$ cat config.mk
export PLATFORM = sky130hd
export DESIGN_NAME = audio_distortion_shaper
export DESIGN_NICKNAME = d
export VERILOG_FILES = /design/src/hdl/ads_pkg.sv /design/src/hdl/ads_datapath.sv /design/src/hdl/audio_distortion_shaper.sv
export SDC_FILE = /design/constraint.sdc
export NUM_CORES = 1
export LEC_CHECK = 0
export BUFFER_PORTS_ARGS = -buffer_cell sky130_fd_sc_hd__buf_2
export CAP_MARGIN = 0
export CORE_MARGIN = 3
export CORE_UTILIZATION = 50
export DETAILED_ROUTE_END_ITERATION = 7
export PLACE_DENSITY_LB_ADDON = 0.25
export SLEW_MARGIN = 5
export SYNTH_ARGS = -nofsm -noshare
export SYNTH_HDL_FRONTEND = slang
export SYNTH_SLANG_ARGS = --single-unit
export TNS_END_PERCENT = 100
$ cat constraint.sdc
create_clock -name i_clk -period 8.8 [get_ports i_clk]
set_clock_uncertainty 0.1 [all_clocks]
set_input_delay 0 -clock i_clk [delete_from_list [all_inputs] [get_ports i_clk]]
set_output_delay 0 -clock i_clk [all_outputs]
set_load 0.01 [all_outputs]
$ cat src/hdl/ads_pkg.sv
// Shared types, constants and the microprogram for the audio distortion shaper.
// Used by ads_datapath and audio_distortion_shaper; depends on nothing else.
package ads_pkg;

    // Field and register widths.
    localparam int SAMPLE_W   = 16;
    localparam int MODE_W     = 3;
    localparam int GAIN_W     = 8;
    localparam int THR_W      = 15;
    localparam int CRUSH_W    = 4;
    localparam int CFG_IDX_W  = 8;
    localparam int CFG_DATA_W = 15;

    // Working value width: holds sample times gain and every fold reflection.
    localparam int ACC_W  = 26;
    // Shared multiplier operand and product widths.
    localparam int MUL_W  = 17;
    localparam int PROD_W = 2 * MUL_W;

    localparam int Q15_SHIFT   = 15;
    localparam int RECIP_SHIFT = 16;
    localparam logic signed [MUL_W-1:0] CUBIC_RECIP = MUL_W'(21846);

    localparam int FOLD_STEPS = 8;
    localparam int FOLD_CNT_W = $clog2(FOLD_STEPS + 1);

    localparam logic signed [ACC_W-1:0] SAT_HI = ACC_W'((1 << (SAMPLE_W - 1)) - 1);
    localparam logic signed [ACC_W-1:0] SAT_LO = -SAT_HI - ACC_W'(1);

    // Register indexes on the configuration port.
    localparam logic [CFG_IDX_W-1:0] REG_MODE  = CFG_IDX_W'(0);
    localparam logic [CFG_IDX_W-1:0] REG_GAIN  = CFG_IDX_W'(1);
    localparam logic [CFG_IDX_W-1:0] REG_THR   = CFG_IDX_W'(2);
    localparam logic [CFG_IDX_W-1:0] REG_CRUSH = CFG_IDX_W'(3);

    // Mode register codes.
    localparam logic [MODE_W-1:0] MODE_BYPASS = MODE_W'(0);
    localparam logic [MODE_W-1:0] MODE_HARD   = MODE_W'(1);
    localparam logic [MODE_W-1:0] MODE_SOFT   = MODE_W'(2);
    localparam logic [MODE_W-1:0] MODE_FOLD   = MODE_W'(3);
    localparam logic [MODE_W-1:0] MODE_CRUSH  = MODE_W'(4);

    // Datapath operations.
    typedef enum logic [3:0] {
        OP_NOP,
        OP_MUL_GAIN,
        OP_SAT,
        OP_SQR,
        OP_CUBE,
        OP_RECIP,
        OP_SUB,
        OP_FOLD,
        OP_CRUSH
    } t_op;

    // Sequencer jump conditions.
    typedef enum logic [1:0] {
        JC_NEXT,
        JC_DISPATCH,
        JC_FOLD_MORE
    } t_jc;

    localparam int PC_W = 4;
    typedef logic [PC_W-1:0] t_pc;

    // Program addresses.
    localparam t_pc PC_DISPATCH  = PC_W'(0);
    localparam t_pc PC_BYPASS    = PC_W'(1);
    localparam t_pc PC_HARD      = PC_W'(2);
    localparam t_pc PC_SOFT      = PC_W'(4);
    localparam t_pc PC_FOLD      = PC_W'(10);
    localparam t_pc PC_FOLD_LOOP = PC_W'(11);
    localparam t_pc PC_CRUSH     = PC_W'(13);
    localparam t_pc PC_LAST      = PC_CRUSH;

    typedef struct packed {
        t_op  op;
        t_jc  jc;
        t_pc  target;
        logic last;
    } t_ctrl;

    typedef struct packed {
        logic fold_more;
    } t_dp_status;

    function automatic t_ctrl mk(t_op op, t_jc jc, t_pc target, logic last);
        t_ctrl c;
        c.op     = op;
        c.jc     = jc;
        c.target = target;
        c.last   = last;
        return c;
    endfunction

    // Microprogram ROM: one control word per step.
    function automatic t_ctrl rom(t_pc pc);
        t_ctrl c;
        case (pc)
            PC_W'(0):  c = mk(OP_NOP,      JC_DISPATCH,  PC_DISPATCH,  1'b0);
            PC_W'(1):  c = mk(OP_NOP,      JC_NEXT,      PC_DISPATCH,  1'b1);
            PC_W'(2):  c = mk(OP_MUL_GAIN, JC_NEXT,      PC_DISPATCH,  1'b0);
            PC_W'(3):  c = mk(OP_SAT,      JC_NEXT,      PC_DISPATCH,  1'b1);
            PC_W'(4):  c = mk(OP_MUL_GAIN, JC_NEXT,      PC_DISPATCH,  1'b0);
            PC_W'(5):  c = mk(OP_SAT,      JC_NEXT,      PC_DISPATCH,  1'b0);
            PC_W'(6):  c = mk(OP_SQR,      JC_NEXT,      PC_DISPATCH,  1'b0);
            PC_W'(7):  c = mk(OP_CUBE,     JC_NEXT,      PC_DISPATCH,  1'b0);
            PC_W'(8):  c = mk(OP_RECIP,    JC_NEXT,      PC_DISPATCH,  1'b0);
            PC_W'(9):  c = mk(OP_SUB,      JC_NEXT,      PC_DISPATCH,  1'b1);
            PC_W'(10): c = mk(OP_MUL_GAIN, JC_NEXT,      PC_DISPATCH,  1'b0);
            PC_W'(11): c = mk(OP_FOLD,     JC_FOLD_MORE, PC_FOLD_LOOP, 1'b0);
            PC_W'(12): c = mk(OP_SAT,      JC_NEXT,      PC_DISPATCH,  1'b1);
            PC_W'(13): c = mk(OP_CRUSH,    JC_NEXT,      PC_DISPATCH,  1'b1);
            default:   c = mk(OP_NOP,      JC_NEXT,      PC_DISPATCH,  1'b1);
        endcase
        return c;
    endfunction

    // Entry address for each mode; unused codes run the bypass routine.
    function automatic t_pc entry(logic [MODE_W-1:0] mode);
        t_pc p;
        case (mode)
            MODE_HARD:  p = PC_HARD;
            MODE_SOFT:  p = PC_SOFT;
            MODE_FOLD:  p = PC_FOLD;
            MODE_CRUSH: p = PC_CRUSH;
            default:    p = PC_BYPASS;
        endcase
        return p;
    endfunction

endpackage

$ cat src/hdl/ads_datapath.sv
// Datapath of the audio distortion shaper: working registers, one shared multiplier,
// saturation, fold reflection and bit masking. Depends on ads_pkg.
module ads_datapath import ads_pkg::*; (
    input  logic                       i_clk,
    input  logic                       i_rst_n,
    input  logic                       i_load,
    input  logic                       i_step,
    input  t_ctrl                      i_ctrl,
    input  logic signed [SAMPLE_W-1:0] i_sample,
    input  logic [GAIN_W-1:0]          i_gain,
    input  logic [THR_W-1:0]           i_thr,
    input  logic [CRUSH_W-1:0]         i_crush,
    output t_dp_status                 o_status,
    output logic [SAMPLE_W-1:0]        o_result
);

    logic signed [SAMPLE_W-1:0] r_s;
    logic signed [ACC_W-1:0]    r_x, n_x;
    logic signed [MUL_W-1:0]    r_y, n_y;
    logic [FOLD_CNT_W-1:0]      r_cnt, n_cnt;

    logic signed [MUL_W-1:0]  mul_a, mul_b, x17;
    logic signed [PROD_W-1:0] prod, sh15, sh16;
    logic signed [ACC_W-1:0]  thr, two_thr, sat_x;
    logic [SAMPLE_W-1:0]      crushed;
    logic                     above, below;

    assign x17     = {r_x[SAMPLE_W-1], r_x[SAMPLE_W-1:0]};
    assign thr     = $signed({{(ACC_W - THR_W){1'b0}}, i_thr});
    assign two_thr = $signed({{(ACC_W - THR_W - 1){1'b0}}, i_thr, 1'b0});
    assign above   = r_x > thr;
    assign below   = r_x < -thr;
    assign o_status.fold_more = (above || below) && (r_cnt < FOLD_CNT_W'(FOLD_STEPS));

    assign sat_x = (r_x > SAT_HI) ? SAT_HI : ((r_x < SAT_LO) ? SAT_LO : r_x);
    assign crushed = r_s & ({SAMPLE_W{1'b1}} << i_crush);

    always_comb begin
        case (i_ctrl.op)
            OP_MUL_GAIN: begin
                mul_a = {r_s[SAMPLE_W-1], r_s};
                mul_b = $signed({{(MUL_W - GAIN_W){1'b0}}, i_gain});
            end
            OP_SQR: begin
                mul_a = x17;
                mul_b = x17;
            end
            OP_CUBE: begin
                mul_a = r_y;
                mul_b = x17;
            end
            OP_RECIP: begin
                mul_a = r_y;
                mul_b = CUBIC_RECIP;
            end
            default: begin
                mul_a = '0;
                mul_b = '0;
            end
        endcase
    end

    assign prod = mul_a * mul_b;
    assign sh15 = prod >>> Q15_SHIFT;
    assign sh16 = prod >>> RECIP_SHIFT;

    always_comb begin
        n_x   = r_x;
        n_y   = r_y;
        n_cnt = r_cnt;
        if (i_load) begin
            n_x = ACC_W'(i_sample);
        end else if (i_step) begin
            case (i_ctrl.op)
                OP_MUL_GAIN: begin
                    n_x   = prod[ACC_W-1:0];
                    n_cnt = '0;
                end
                OP_SAT:   n_x = sat_x;
                OP_SQR:   n_y = sh15[MUL_W-1:0];
                OP_CUBE:  n_y = sh15[MUL_W-1:0];
                OP_RECIP: n_y = sh16[MUL_W-1:0];
                OP_SUB:   n_x = r_x - ACC_W'(r_y);
                OP_FOLD: begin
                    if (o_status.fold_more) begin
                        n_x   = above ? (two_thr - r_x) : (-two_thr - r_x);
                        n_cnt = r_cnt + FOLD_CNT_W'(1);
                    end
                end
                OP_CRUSH: n_x = ACC_W'($signed(crushed));
                default:  n_x = r_x;
            endcase
        end
    end

    assign o_result = n_x[SAMPLE_W-1:0];

    always_ff @(posedge i_clk) begin
        if (!i_rst_n) begin
            r_cnt <= '0;
        end else begin
            r_cnt <= n_cnt;
        end
    end

    always_ff @(posedge i_clk) begin
        if (i_load) begin
            r_s <= i_sample;
        end
        r_x <= n_x;
        r_y <= n_y;
    end

    // The fold loop never runs past its step budget.
    a_cnt_bound: assert property (@(posedge i_clk) disable iff (!i_rst_n)
        r_cnt <= FOLD_CNT_W'(FOLD_STEPS))
        else $error("fold step count beyond limit");

endmodule

$ cat src/hdl/audio_distortion_shaper.sv
// Audio distortion shaper, top level: microcode sequencer, configuration registers
// and result register. Depends on ads_pkg and ads_datapath.
// Each accepted sample runs the dispatch step and then its mode's routine; the final value is
// registered on o_sample_out as o_valid rises. Foldback repeats its reflection step as needed.
// The sequencer steps once per cycle while busy is high; a new request is taken only while
// busy is low, so no sample is accepted before the previous one's result is registered.
// Synchronous active-low reset clears the sequencer and loads the register defaults.
// The result strobe lasts one cycle; the receiver cannot stall, so nothing is held back.
module audio_distortion_shaper import ads_pkg::*; (
    input  logic                       i_clk,
    input  logic                       i_rst_n,
    // Sample request channel.
    input  logic                       start,
    output logic                       busy,
    input  logic signed [SAMPLE_W-1:0] i_sample_in,
    // Result strobe.
    output logic                       o_valid,
    output logic signed [SAMPLE_W-1:0] o_sample_out,
    // Configuration write channel.
    input  logic                       i_cfg_valid,
    output logic                       o_cfg_ready,
    input  logic [CFG_IDX_W-1:0]       i_cfg_index,
    input  logic [CFG_DATA_W-1:0]      i_cfg_data
);

    logic [MODE_W-1:0]  r_mode;
    logic [GAIN_W-1:0]  r_gain;
    logic [THR_W-1:0]   r_thr;
    logic [CRUSH_W-1:0] r_crush;

    logic r_busy, n_busy;
    t_pc  r_pc, n_pc;
    logic r_valid;
    logic [SAMPLE_W-1:0] r_out;

    t_ctrl              ctrl;
    t_dp_status         status;
    logic               load;
    logic [SAMPLE_W-1:0] result;

    // Configuration writes are always taken; the user must write only while the block is idle (not enforced here).
    assign o_cfg_ready = 1'b1;

    always_ff @(posedge i_clk) begin
        if (!i_rst_n) begin
            r_mode  <= MODE_BYPASS;
            r_gain  <= GAIN_W'(1);
            r_thr   <= THR_W'(16384);
            r_crush <= CRUSH_W'(4);
        end else if (i_cfg_valid) begin
            // Only each register's width is kept; unknown indexes are dropped.
            case (i_cfg_index)
                REG_MODE:  r_mode  <= i_cfg_data[MODE_W-1:0];
                REG_GAIN:  r_gain  <= i_cfg_data[GAIN_W-1:0];
                REG_THR:   r_thr   <= i_cfg_data[THR_W-1:0];
                REG_CRUSH: r_crush <= i_cfg_data[CRUSH_W-1:0];
                default:   r_mode  <= r_mode;
            endcase
        end
    end

    // A request is taken only while the sequencer is parked.
    assign busy = r_busy;
    assign load = start && !r_busy;
    assign ctrl = rom(r_pc);

    // Next microinstruction address: mode dispatch, fold loop, fall through or program end.
    always_comb begin
        n_busy = r_busy;
        n_pc   = r_pc;
        if (load) begin
            n_busy = 1'b1;
            n_pc   = PC_DISPATCH;
        end else if (r_busy) begin
            if (ctrl.last) begin
                n_busy = 1'b0;
                n_pc   = PC_DISPATCH;
            end else begin
                case (ctrl.jc)
                    JC_DISPATCH:  n_pc = entry(r_mode);
                    JC_FOLD_MORE: n_pc = status.fold_more ? ctrl.target : r_pc + PC_W'(1);
                    default:      n_pc = r_pc + PC_W'(1);
                endcase
            end
        end
    end

    always_ff @(posedge i_clk) begin
        if (!i_rst_n) begin
            r_busy  <= 1'b0;
            r_pc    <= PC_DISPATCH;
            r_valid <= 1'b0;
        end else begin
            r_busy  <= n_busy;
            r_pc    <= n_pc;
            r_valid <= r_busy && ctrl.last;
        end
    end

    // The final step's datapath value is captured as the result.
    always_ff @(posedge i_clk) begin
        if (r_busy && ctrl.last) begin
            r_out <= result;
        end
    end

    assign o_valid      = r_valid;
    assign o_sample_out = $signed(r_out);

    ads_datapath u_datapath (
        .i_clk    (i_clk),
        .i_rst_n  (i_rst_n),
        .i_load   (load),
        .i_step   (r_busy),
        .i_ctrl   (ctrl),
        .i_sample (i_sample_in),
        .i_gain   (r_gain),
        .i_thr    (r_thr),
        .i_crush  (r_crush),
        .o_status (status),
        .o_result (result)
    );

    // A result strobe follows the last busy cycle of its sample.
    a_valid_end: assert property (@(posedge i_clk) disable iff (!i_rst_n)
        o_valid |-> (!r_busy || r_pc == PC_DISPATCH) && $past(r_busy))
        else $error("result strobe without a finished sample");

    // An accepted request starts the program at the dispatch step.
    a_start: assert property (@(posedge i_clk) disable iff (!i_rst_n)
        (start && !busy) |=> (busy && r_pc == PC_DISPATCH))
        else $error("accepted request did not start the sequencer");

    // The program counter stays inside the microprogram.
    a_pc_range: assert property (@(posedge i_clk) disable iff (!i_rst_n)
        r_busy |-> r_pc <= PC_LAST)
        else $error("program counter out of range");

    // One request yields a single-cycle strobe.
    a_single: assert property (@(posedge i_clk) disable iff (!i_rst_n)
        o_valid |=> !o_valid)
        else $error("result strobe longer than one cycle");

endmodule
* Word level (Yosys, flattened, before mapping)
Memory sizes are Yosys's and may differ from the RTL's. A register that Yosys moved wholly into a read port is not among the register bits.
Index checks and enable logic that the tools add are counted.
** Cells by class
- Add/subtract/negate cells :: 7
- $mul :: 1
- Div/mod/pow operators :: 0
- Order comparisons :: 5
- Equal/unequal tests :: 20
- Shift-type cells :: 1
- Mux-type cells :: 21
- Bitwise gates (word level) :: 3
- Reduce and logical (&&, ||, !) cells :: 20
** Operator list (count)
- 26-bit two-way mux :: 6
- 26-bit one-hot mux with 5 select lines :: 1
- 17-bit one-hot mux with 3 select lines :: 2
- 17-bit one-hot mux with 2 select lines :: 1
- 17-bit by 17-bit multiplier with 33-bit output :: 1
- 26-bit by 16-bit > comparator with 1-bit output :: 1
- 26-bit by 16-bit > comparator with 1-bit output (second input constant) :: 1
- 26-bit by 16-bit less-than comparator with 1-bit output (second input constant) :: 1
- 26-bit less-than comparator :: 1
- 15-bit negator with 26-bit output :: 1
- 16-bit negator with 26-bit output :: 1
- 17-bit by 26-bit subtractor with 26-bit output :: 1
- 26-bit by 17-bit subtractor with 26-bit output :: 1
- 26-bit subtractor :: 1
- 4-bit two-way mux :: 5
- 16-bit AND :: 1
- 4-bit by 3-bit == test with 1-bit output (second input constant) :: 4
- 8-bit by 2-bit == test with 1-bit output (second input constant) :: 2
- 4-bit one-hot mux with 2 select lines :: 2
- 4-bit one-hot mux with 4 select lines :: 1
- 16-bit by 4-bit << shifter with 16-bit output (first input constant) :: 1
- 4-bit by 1-bit adder with 4-bit output (second input constant) :: 2
- 4-bit by 2-bit == test with 1-bit output (second input constant) :: 2
- 8-bit by 1-bit == test with 1-bit output (second input constant) :: 1
- 23 further kinds :: 37
** Word-level totals
- Register bits :: 115
- Bits in latches :: 0
- RAM bits :: 0
- Memory bits (read-only) :: 160
- Input bits :: 43
- Output and inout bits :: 19
- Memories :: 1
** Memory list
- (name not given) :: depth 16, width 10, rd ports 1, clocked after Yosys merged registers in 1, wr ports 0, RTL line ads_pkg.sv:99 : case (pc)

* Depth between registers and ports, before layout
Gate-level depths: netlist of run 1.
- Depth in word-level cells :: 9
- Gate-level depth with buffers :: 34
- Depth with buffers taken out :: 28

* Cells and area by module
From an unflattened synthesis of run 1, not the netlist that was laid out.
** Second synthesis, totals
- Cell total of the unflattened synthesis :: 2625
- Area total of the unflattened synthesis :: 22441.5 µm²
** Modules (own cells, without submodules)
- ads_datapath :: times used 1, cells an instance 2406, area an instance 19937.9 µm², sequential area each 1691.6 µm²
- audio_distortion_shaper :: times used 1, cells an instance 219, area an instance 2503.7 µm², sequential area each 1341.3 µm²

* Worst setup path after synthesis of run 1
No wires, ideal clock.
- Path type :: reg-to-reg
- Start :: register, netlist name ctrl[9]
- End :: register u_datapath.r_x[20] (data pin)
- Library setup time :: 275 ps
- Arrival :: 7466 ps
- Required time :: 8425 ps
- Slack :: 959 ps
- Stages on the path, launching flop included :: 31
- Path buffers :: 4
- Path through :: dfxtp_1 clkbuf_1 nor2_1 and3_1 clkbuf_1 a21o_1 clkbuf_1 a221oi_1 clkbuf_1 nor2_1 fa_1 inv_1 fa_1 fa_1 fa_1 inv_1 fa_1 inv_1 fa_1 inv_1 ha_1 a21o_1 a2111oi_0 o21ai_0 o21ai_0 o21ai_0 a21o_1 a21oi_1 xnor2_1 a221oi_1 a21oi_1
** On the way
- Word-level cells in the longest chain between the ends :: 7
- Elaborated cells on any way between the ends :: 16
- Those cells by class :: 1 x mul; 8 x eq/ne; 5 x mux; 2 x reduce/logical
** Ends and longest elaborated chain
- 4-bit by 3-bit == test with 1-bit output / 4-bit by 2-bit == test with 1-bit output (equally long branches) :: RTL line ads_datapath.sv:39 : case (i_ctrl.op)
- 2-bit OR reduction (no line)
- 17-bit one-hot mux with 3 select lines :: RTL line ads_datapath.sv:39
- 17-bit by 17-bit multiplier with 33-bit output :: RTL line ads_datapath.sv:63 : assign prod = mul_a * mul_b;
- 26-bit one-hot mux with 5 select lines * :: RTL line ads_datapath.sv:74 : case (i_ctrl.op)
- 26-bit two-way mux * :: RTL line ads_datapath.sv:73 : end else if (i_step) begin
- 26-bit two-way mux * :: RTL line ads_datapath.sv:71 : if (i_load) begin
- net u_datapath.n_x[20] :: RTL line ads_datapath.sv:18 : logic signed [ACC_W-1:0] r_x, n_x;
- end signal: assignment :: RTL line ads_datapath.sv:110 : r_x <= n_x;
- end: declaration :: RTL line ads_datapath.sv:18
The timed path passes the listed nets; every way through them passes the cells marked *. The select of a mux whose other input is x is not followed.
A chain may end at the register's enable or synchronous reset.

* Worst setup path after layout of run 1
- Start :: register, netlist name ctrl[7]
- End :: register u_datapath.r_x[20] (data pin)
** On the way
- Word-level cells in the longest chain between the ends :: 7
- Elaborated cells on any way between the ends :: 16
- Those cells by class :: 1 x mul; 8 x eq/ne; 5 x mux; 2 x reduce/logical
** Ends and longest elaborated chain (RTL line)
- 4-bit by 3-bit == test with 1-bit output / 4-bit by 2-bit == test with 1-bit output (equally long branches) :: ads_datapath.sv:39
- 2-bit OR reduction (no line)
- 17-bit one-hot mux with 3 select lines :: ads_datapath.sv:39
- 17-bit by 17-bit multiplier with 33-bit output :: ads_datapath.sv:63
- 26-bit one-hot mux with 5 select lines * :: ads_datapath.sv:74
- 26-bit two-way mux * :: ads_datapath.sv:73
- 26-bit two-way mux * :: ads_datapath.sv:71
- net u_datapath.n_x[20] :: ads_datapath.sv:18
Marked as above.

==> impl_metrics.json, run 1 <==
{
  "worst_pin_slew_ns": 1.12,
  "cts-root-buf": "clkbuf_16",
  "clkTransAtPathRegs_ns": 0.06,
  "vias_per_cell": 5.89,
  "relSlewSlack_pct": 24.9,
  "cts_max_path_buffers": 2,
  "clock-sinks": 122,
  "combPwrFrac_pct": 29.0,
  "synth_cell_types": 98,
  "fillerInstances": 4044,
  "post_cts_buffers": 0,
  "synth_flop_cell": "dfxtp_1",
  "cp.arrival_ns": 8.43,
  "reg2regPathDepth": 27,
  "pwr-share-clk_pct": 36.6,
  "synthesis.area_sq_um": 22100,
  "cts_buffers": 17,
  "cp-end-kind": "register",
  "power_leakage_nw": 10.8,
  "grt_pass1_vias": 19121,
  "finalCriticalPeriod_ns": 8.37,
  "hold_class": "primary input to register",
  "layout.nets": 3205,
  "io_buffers": 60,
  "clk_latency_ns": 0.44,
  "chipHeight_um": 216,
  "fin_setup_tns_ns": 0,
  "ant_nets": 0,
  "rsz0062_at_grt": "no",
  "synth_edf_count": 59,
  "r2r_slack_ns": 0.43,
  "finalPower_mw": 1.96,
  "cp_max_fo": 32,
  "ioPinCount": 62,
  "setup_viol": 0,
  "vias": 19095,
  "swShare_pct": 34.8,
  "overflow": 0,
  "grt_start_max_net_pins": 41,
  "gp_congestion": 0.990,
  "initial_core_util_pct": 50.9,
  "dr.pass1.iters": 8,
  "path_class": "register to register",
  "dieArea_sq_um": 46700,
  "std_cell_rows": 76,
  "grt_util_all_layers_pct": 29.7,
  "syn-num-nets": 3138,
  "drt_iter0_drc": 2052,
  "cp.buffers_inverters": 6,
  "fp.coreArea_sq_um": 43400,
  "netSwitchingPower_uw": 681,
  "hold_end": "r_crush[2]",
  "reg2reg_from": "ctrl[7]",
  "routed_wl_um": 68800,
  "h-tree-depth": 4,
  "cpMaxStageDelayCell": "fa_1",
  "avgSynthCellArea_sq_um": 8.57,
  "worstSetupStartpointType": "register",
  "hp-start": "i_cfg_index[2]",
  "r2r_end": "u_datapath.r_x[20]",
  "ys_warn_count": 0,
  "internal_power_mw": 1.27,
  "cp_common_cell": "fa_1",
  "drv_cap": 0,
  "cts_tree": "done",
  "crit_required_ns": 8.86,
  "syn2layout_area_growth_pct": 8.94,
  "status": "complete, no violations",
  "period_share_pct": 95.1,
  "p_per_area_nw_per_um2": 81.4,
  "min_path_cells": 5,
  "syn-instance-count": 2576,
  "fmax_ghz": 0.119,
  "dp_hpwl_um": 55900,
  "vdd_ir_drop_max_uv": 151,
  "fp.dieW_um": 216,
  "drc_errors": 0,
  "finalHoldViolCount": 0,
  "seqPwrFrac_pct": 34.4,
  "grt_pass1_wl_um": 109000,
  "drive_gt1_share_pct": 6.63,
  "crit_family": "adder cells",
  "wl_per_cell_um": 21.2,
  "antenna_found_initial": 0,
  "critPathMaxStageDelay_ns": 0.55,
  "async_flop_share_pct": 0,
  "drv_slew": 0,
  "ys_ff_latch": 122,
  "hold_ws_ns": 0.0692,
  "antenna_cells": 0,
  "ys_seq_area_share_pct": 13.7
}
repair_timing:
action	4_1_cts	5_1_grt
endpoints found under the hold margin	78	0
endpoints found under the setup margin	0	2
hold buffers	36	0
gates resized for setup	0	2
state kept, by name (all words and copies together), names as in the netlist:
name and cells:
o_sample_out 16, u_datapath.r_cnt 4, ctrl 7, u_datapath.r_x 26, u_datapath.r_y 17, u_datapath.r_s 16, r_pc 4, r_crush 4
o_valid 1, busy 1, r_gain 8, r_mode 3, r_thr 15
area by class of cell:
type / instances / area, sq um / share of cell area [%]
clock buffer: 18 / 439 / 1.83
clock inverter: 14 / 146 / 0.609
inverter: 421 / 1580 / 6.57
multi-input combinational: 1947 / 17100 / 71.3
sequential: 122 / 3030 / 12.6
tap: 585 / 732 / 3.05
timing repair buffer: 134 / 970 / 4.03
worst reg2reg max path, cell delays in order, from the launching register on:
cell	delay, ns
dfxtp_1	0.54
inv_1	0.22
nor4_2	0.34
buf_6	0.30
a22oi_1	0.17
and2_1	0.36
nor2_1	0.25
fa_1	0.42
inv_1	0.09
fa_1	0.41
fa_1	0.51
fa_1	0.55
inv_1	0.06
fa_1	0.53
inv_1	0.06
fa_1	0.53
inv_1	0.04
ha_1	0.36
a21o_1	0.20
a2111oi_0	0.46
o21ai_0	0.25
o21ai_0	0.21
o21ai_0	0.20
a21o_1	0.21
a21oi_1	0.18
xnor2_1	0.14
a221oi_1	0.31
a21oi_1	0.10
cell usage in the layout, fill, tap and decap left out, types with 8 or more instances in the layout:
cell           instances
inv_1                418
fa_1                 293
nand2_1              272
nor2_1               261
ha_1                 226
a21oi_1              112
xnor2_1               85
o21ai_0               77
dfxtp_1               63
buf_2                 60
edfxtp_1              59
nor3_1                45
nor2b_1               43
mux2i_1               36
dlygate4sd3_1         36
buf_4                 36
a21o_1                33
xor2_1                31
nand3_1               30
a211oi_1              28
nand2b_1              26
and2_1                26
a22oi_1               20
o211ai_1              17
clkbuf_16             17
o21bai_1              16
o21a_1                15
a221oi_1              15
nand4_1               14
and3_1                12
a31oi_1               11
o31ai_1               10
or2_2                  9
or3_1                  9
nor4_1                 8
cells in the mapped netlist (all sizes together) (14+ instances only):
library cell  count  area share [%]
inv             419             7.1
fa              293              27
nand2           272             4.6
nor2            261             4.4
ha              226              13
a21oi           112             2.5
o21ai            85             2.0
xnor2            85             3.4
clkbuf           76             1.3
dfxtp            63             5.7
edfxtp           59             8.0
nor3             45             1.0
nor2b            43             1.2
mux2i            36             1.6
a21o             33             1.1
xor2             31             1.2
a211oi           30             1.1
nand3            30            0.68
and2             29            0.83
nand2b           26            0.74
a22oi            20            0.68
a221oi           17            0.67
o211ai           17            0.58
o21bai           16            0.54
nand4            15            0.45
o21a             15            0.51
o31ai            14            0.62
metrics by stage:
step / util (%) / cell area [sq um] / setup WS (ns) / std cells
after floorplan: - / 22100 / 0.959 / 2576
after global placement: 53.2 / 23100 / 0.554 / 3172
after detailed placement: 53.2 / 23100 / 0.404 / 3172
after CTS: 55.3 / 24000 / 0.372 / 3240
after global routing: 55.4 / 24000 / 0.0166 / 3241
final: 55.4 / 24000 / 0.428 / 3241
power groups by stage:
stage | clock, mW | sequential, mW | combinational (mW)
after detailed placement | 0 | 0.681 | 0.534
after floorplan | 0 | 0.656 | 0.396
after CTS | 0.717 | 0.670 | 0.552
after global routing | 0.743 | 0.672 | 0.622
after global placement | 0 | 0.682 | 0.522
final | 0.715 | 0.673 | 0.567
worst max-delay path by stage:
| stage | startpoint | endpoint | cells past startpoint |
|---|---|---|---|
| 2_1_floorplan | ctrl[9] | u_datapath.r_x[20] | 30 |
| 3_3_place_gp | ctrl[7] | u_datapath.r_y[16] | 26 |
| 3_5_place_dp | ctrl[7] | u_datapath.r_y[16] | 26 |
| 4_1_cts | ctrl[7] | u_datapath.r_y[16] | 26 |
| 5_1_grt | ctrl[7] | u_datapath.r_x[20] | 27 |
| 6_report | ctrl[7] | u_datapath.r_x[20] | 27 |
routing by layer:
layer | vias to the layer above | GRT usage, % | wire, um
li1 | 8685 | - | -
met1 | 9343 | 41.2 | 29000
met2 | 900 | 46.3 | 30700
met3 | 167 | 6.28 | 6330
met4 | 0 | 10.6 | 2740
met5 | - | 0 | 0
kinds of logic after synthesis:
family / count (synthesis) / share of synthesized area, %
adder cells (fa/ha/maj): 519 / 39.4
buffers and inverters: 507 / 8.72
XOR/XNOR: 116 / 4.60
other: 1 / 0.0170
multiplexers: 37 / 1.68
AND/OR/NAND/NOR: 793 / 16.4
AO/OA/AOI/OAI: 481 / 15.4
flip-flops: 122 / 13.7
Note: power is estimated with default switching activity, not from simulation.
==> run 2, diff against run 1 <==
PLACE_DENSITY = 0.66   (was unset)
PLACE_DENSITY_LB_ADDON = unset   (was 0.25)
==> run 2 against run 1 <==
Critical path depth stayed put. Via count is 0.17% higher. Cell area hardly changed. Worst setup slack better by 0.010 ns. Die area stayed put. Sequential share of layout area hardly changed. Clock power is 2% lower. Critical path type unchanged.
==> impl_metrics.json, run 2 (synthesis gave the netlist of run 1 again) <==
{
  "status": "complete, no violations",
  "antenna_cells": 0,
  "hold_ws_ns": 0.0520,
  "grt_pass1_wl_um": 109000,
  "seqPwrFrac_pct": 34.0,
  "vias": 19127,
  "finalHoldViolCount": 0,
  "routed_wl_um": 68800,
  "fp.dieW_um": 216,
  "chipHeight_um": 216,
  "top_register": "u_datapath.r_x",
  "cts_max_path_buffers": 2,
  "fp.coreArea_sq_um": 43400,
  "cp.buffers_inverters": 6,
  "post_cts_buffers": 0,
  "wl_per_cell_um": 21.2,
  "clkTransAtPathRegs_ns": 0.07,
  "io_buffers": 60,
  "antenna_found_initial": 1,
  "h-tree-depth": 4,
  "hold_class": "primary input to register",
  "period_share_pct": 95.0,
  "initial_core_util_pct": 50.9,
  "largest_reg_flops": 26,
  "gp_congestion": 0.978,
  "crit_required_ns": 9.00,
  "final_common_cell": "inv_1",
  "finalCriticalPeriod_ns": 8.36,
  "worstSetupStartpointType": "register",
  "syn2layout_area_growth_pct": 8.83,
  "cp_common_cell": "fa_1",
  "drt_iter0_drc": 1998,
  "cp_max_fo": 16,
  "worst_pin_slew_ns": 1.20,
  "dr.pass1.iters": 6,
  "design_area_sq_um": 24000,
  "relSlewSlack_pct": 19.7,
  "fmax_ghz": 0.120,
  "setup_viol": 0,
  "power_leakage_nw": 10.8,
  "rsz0062_at_grt": "no",
  "clk_latency_ns": 0.45,
  "reg.largest.list": "u_datapath.r_x: 26 flops, u_datapath.r_y: 17 flops",
  "grt_util_all_layers_pct": 29.8,
  "placed_cell_area_sq_um": 23100,
  "fin_setup_tns_ns": 0,
  "drc_errors": 0,
  "cpMaxStageDelayCell": "and2_0",
  "swShare_pct": 35.8,
  "path_class": "register to register",
  "layout_common_cells": "418 x inv_1, 293 x fa_1, 272 x nand2_1",
  "crit_family": "adder cells",
  "dieArea_sq_um": 46700,
  "ant_nets": 0,
  "clock-sinks": 122,
  "cp.arrival_ns": 8.56,
  "cp-end-kind": "register",
  "netSwitchingPower_uw": 694,
  "std_cell_rows": 76,
  "vdd_ir_drop_max_uv": 148,
  "critPathMaxStageDelay_ns": 0.78,
  "cts-root-buf": "clkbuf_16",
  "drive_gt1_share_pct": 6.70,
  "grt_start_max_net_pins": 48,
  "combPwrFrac_pct": 30.0,
  "overflow": 0,
  "drv_cap": 0,
  "grt_pass1_vias": 19170,
  "dp_hpwl_um": 55900,
  "cts_tree": "done",
  "drv_slew": 0,
  "vias_per_cell": 5.90,
  "ioPinCount": 62,
  "pwr-share-clk_pct": 36.0,
  "layout.nets": 3206,
  "cts_buffers": 17,
  "p_per_area_nw_per_um2": 80.8,
  "internal_power_mw": 1.25
}
[run 2: worst paths after layout]
check | cells past startpoint | to | slack, ns | startpoint
setup reg to reg | 27 | u_datapath.r_y[15] | 0.44 | ctrl[10]
setup / recovery | 27 | u_datapath.r_y[15] | 0.44 | ctrl[10]
hold / removal | 5 | r_mode[0] | 0.05 | i_cfg_index[2]
hold reg to reg | 2 | u_datapath.r_cnt[2] | 0.40 | u_datapath.r_cnt[2]
[run 2: worst reg2reg max path, cell delays in order (launching register included)]
cell and delay (ns):
dfxtp_1 0.38, nor2_1 0.18, and3_1 0.20, a21o_1 0.44
buf_4 0.23, and2_0 0.78, nand2_1 0.19, fa_1 0.55
inv_1 0.06, fa_1 0.50, inv_1 0.06, fa_1 0.52
inv_1 0.05, fa_1 0.38, fa_1 0.51, inv_1 0.05
fa_1 0.51, inv_1 0.05, ha_1 0.35, a21o_1 0.18
a21oi_1 0.18, o21ai_0 0.16, a221oi_1 0.31, o31a_1 0.32
o21bai_1 0.16, o31a_1 0.29, o311a_1 0.36, o21ai_0 0.14
[run 2: repair_timing]
item | 4_1_cts | 5_1_grt
hold buffers | 36 | 0
hold endpoints to repair | 79 | 0
setup endpoints to repair | 0 | 3
gates resized for setup | 0 | 1
[run 2: cell type report]
class                      count  area (sq um)
clock buffer                  17           425
clock inverter                15           140
sequential                   122          3030
inverter                     421          1580
multi-input combinational   1947         17100
tap                          585           732
fill                        4069         19300
timing repair buffer         135           966
[run 2: stage by stage]
| step | power [mW] | instances | util [%] | setup WS [ns] |
|---|---|---|---|---|
| after floorplan | 1.05 | 2576 | - | 0.959 |
| after global placement | 1.21 | 3174 | 53.2 | 0.490 |
| after detailed placement | 1.22 | 3174 | 53.2 | 0.390 |
| after CTS | 1.93 | 3242 | 55.4 | 0.351 |
| after global routing | 2.02 | 3242 | 55.4 | 0.0289 |
| final | 1.94 | 3242 | 55.4 | 0.438 |
[run 2: metal layers]
layer | wire length, um | track usage [%] | up-vias
met3 | 5670 | 4.53 | 147
met2 | 30700 | 47.0 | 861
met1 | 29800 | 42.0 | 9421
met4 | 2570 | 10.4 | 0
met5 | 0 | 0 | -
li1 | - | - | 8698
[run 2: power groups by stage]
stage               clock, mW  combinational [mW]  sequential [mW]
finish                  0.698               0.581            0.660
global route            0.724               0.639            0.660
CTS                     0.700               0.568            0.658
detailed placement          0               0.550            0.669
floorplan                   0               0.396            0.656
global placement            0               0.544            0.670
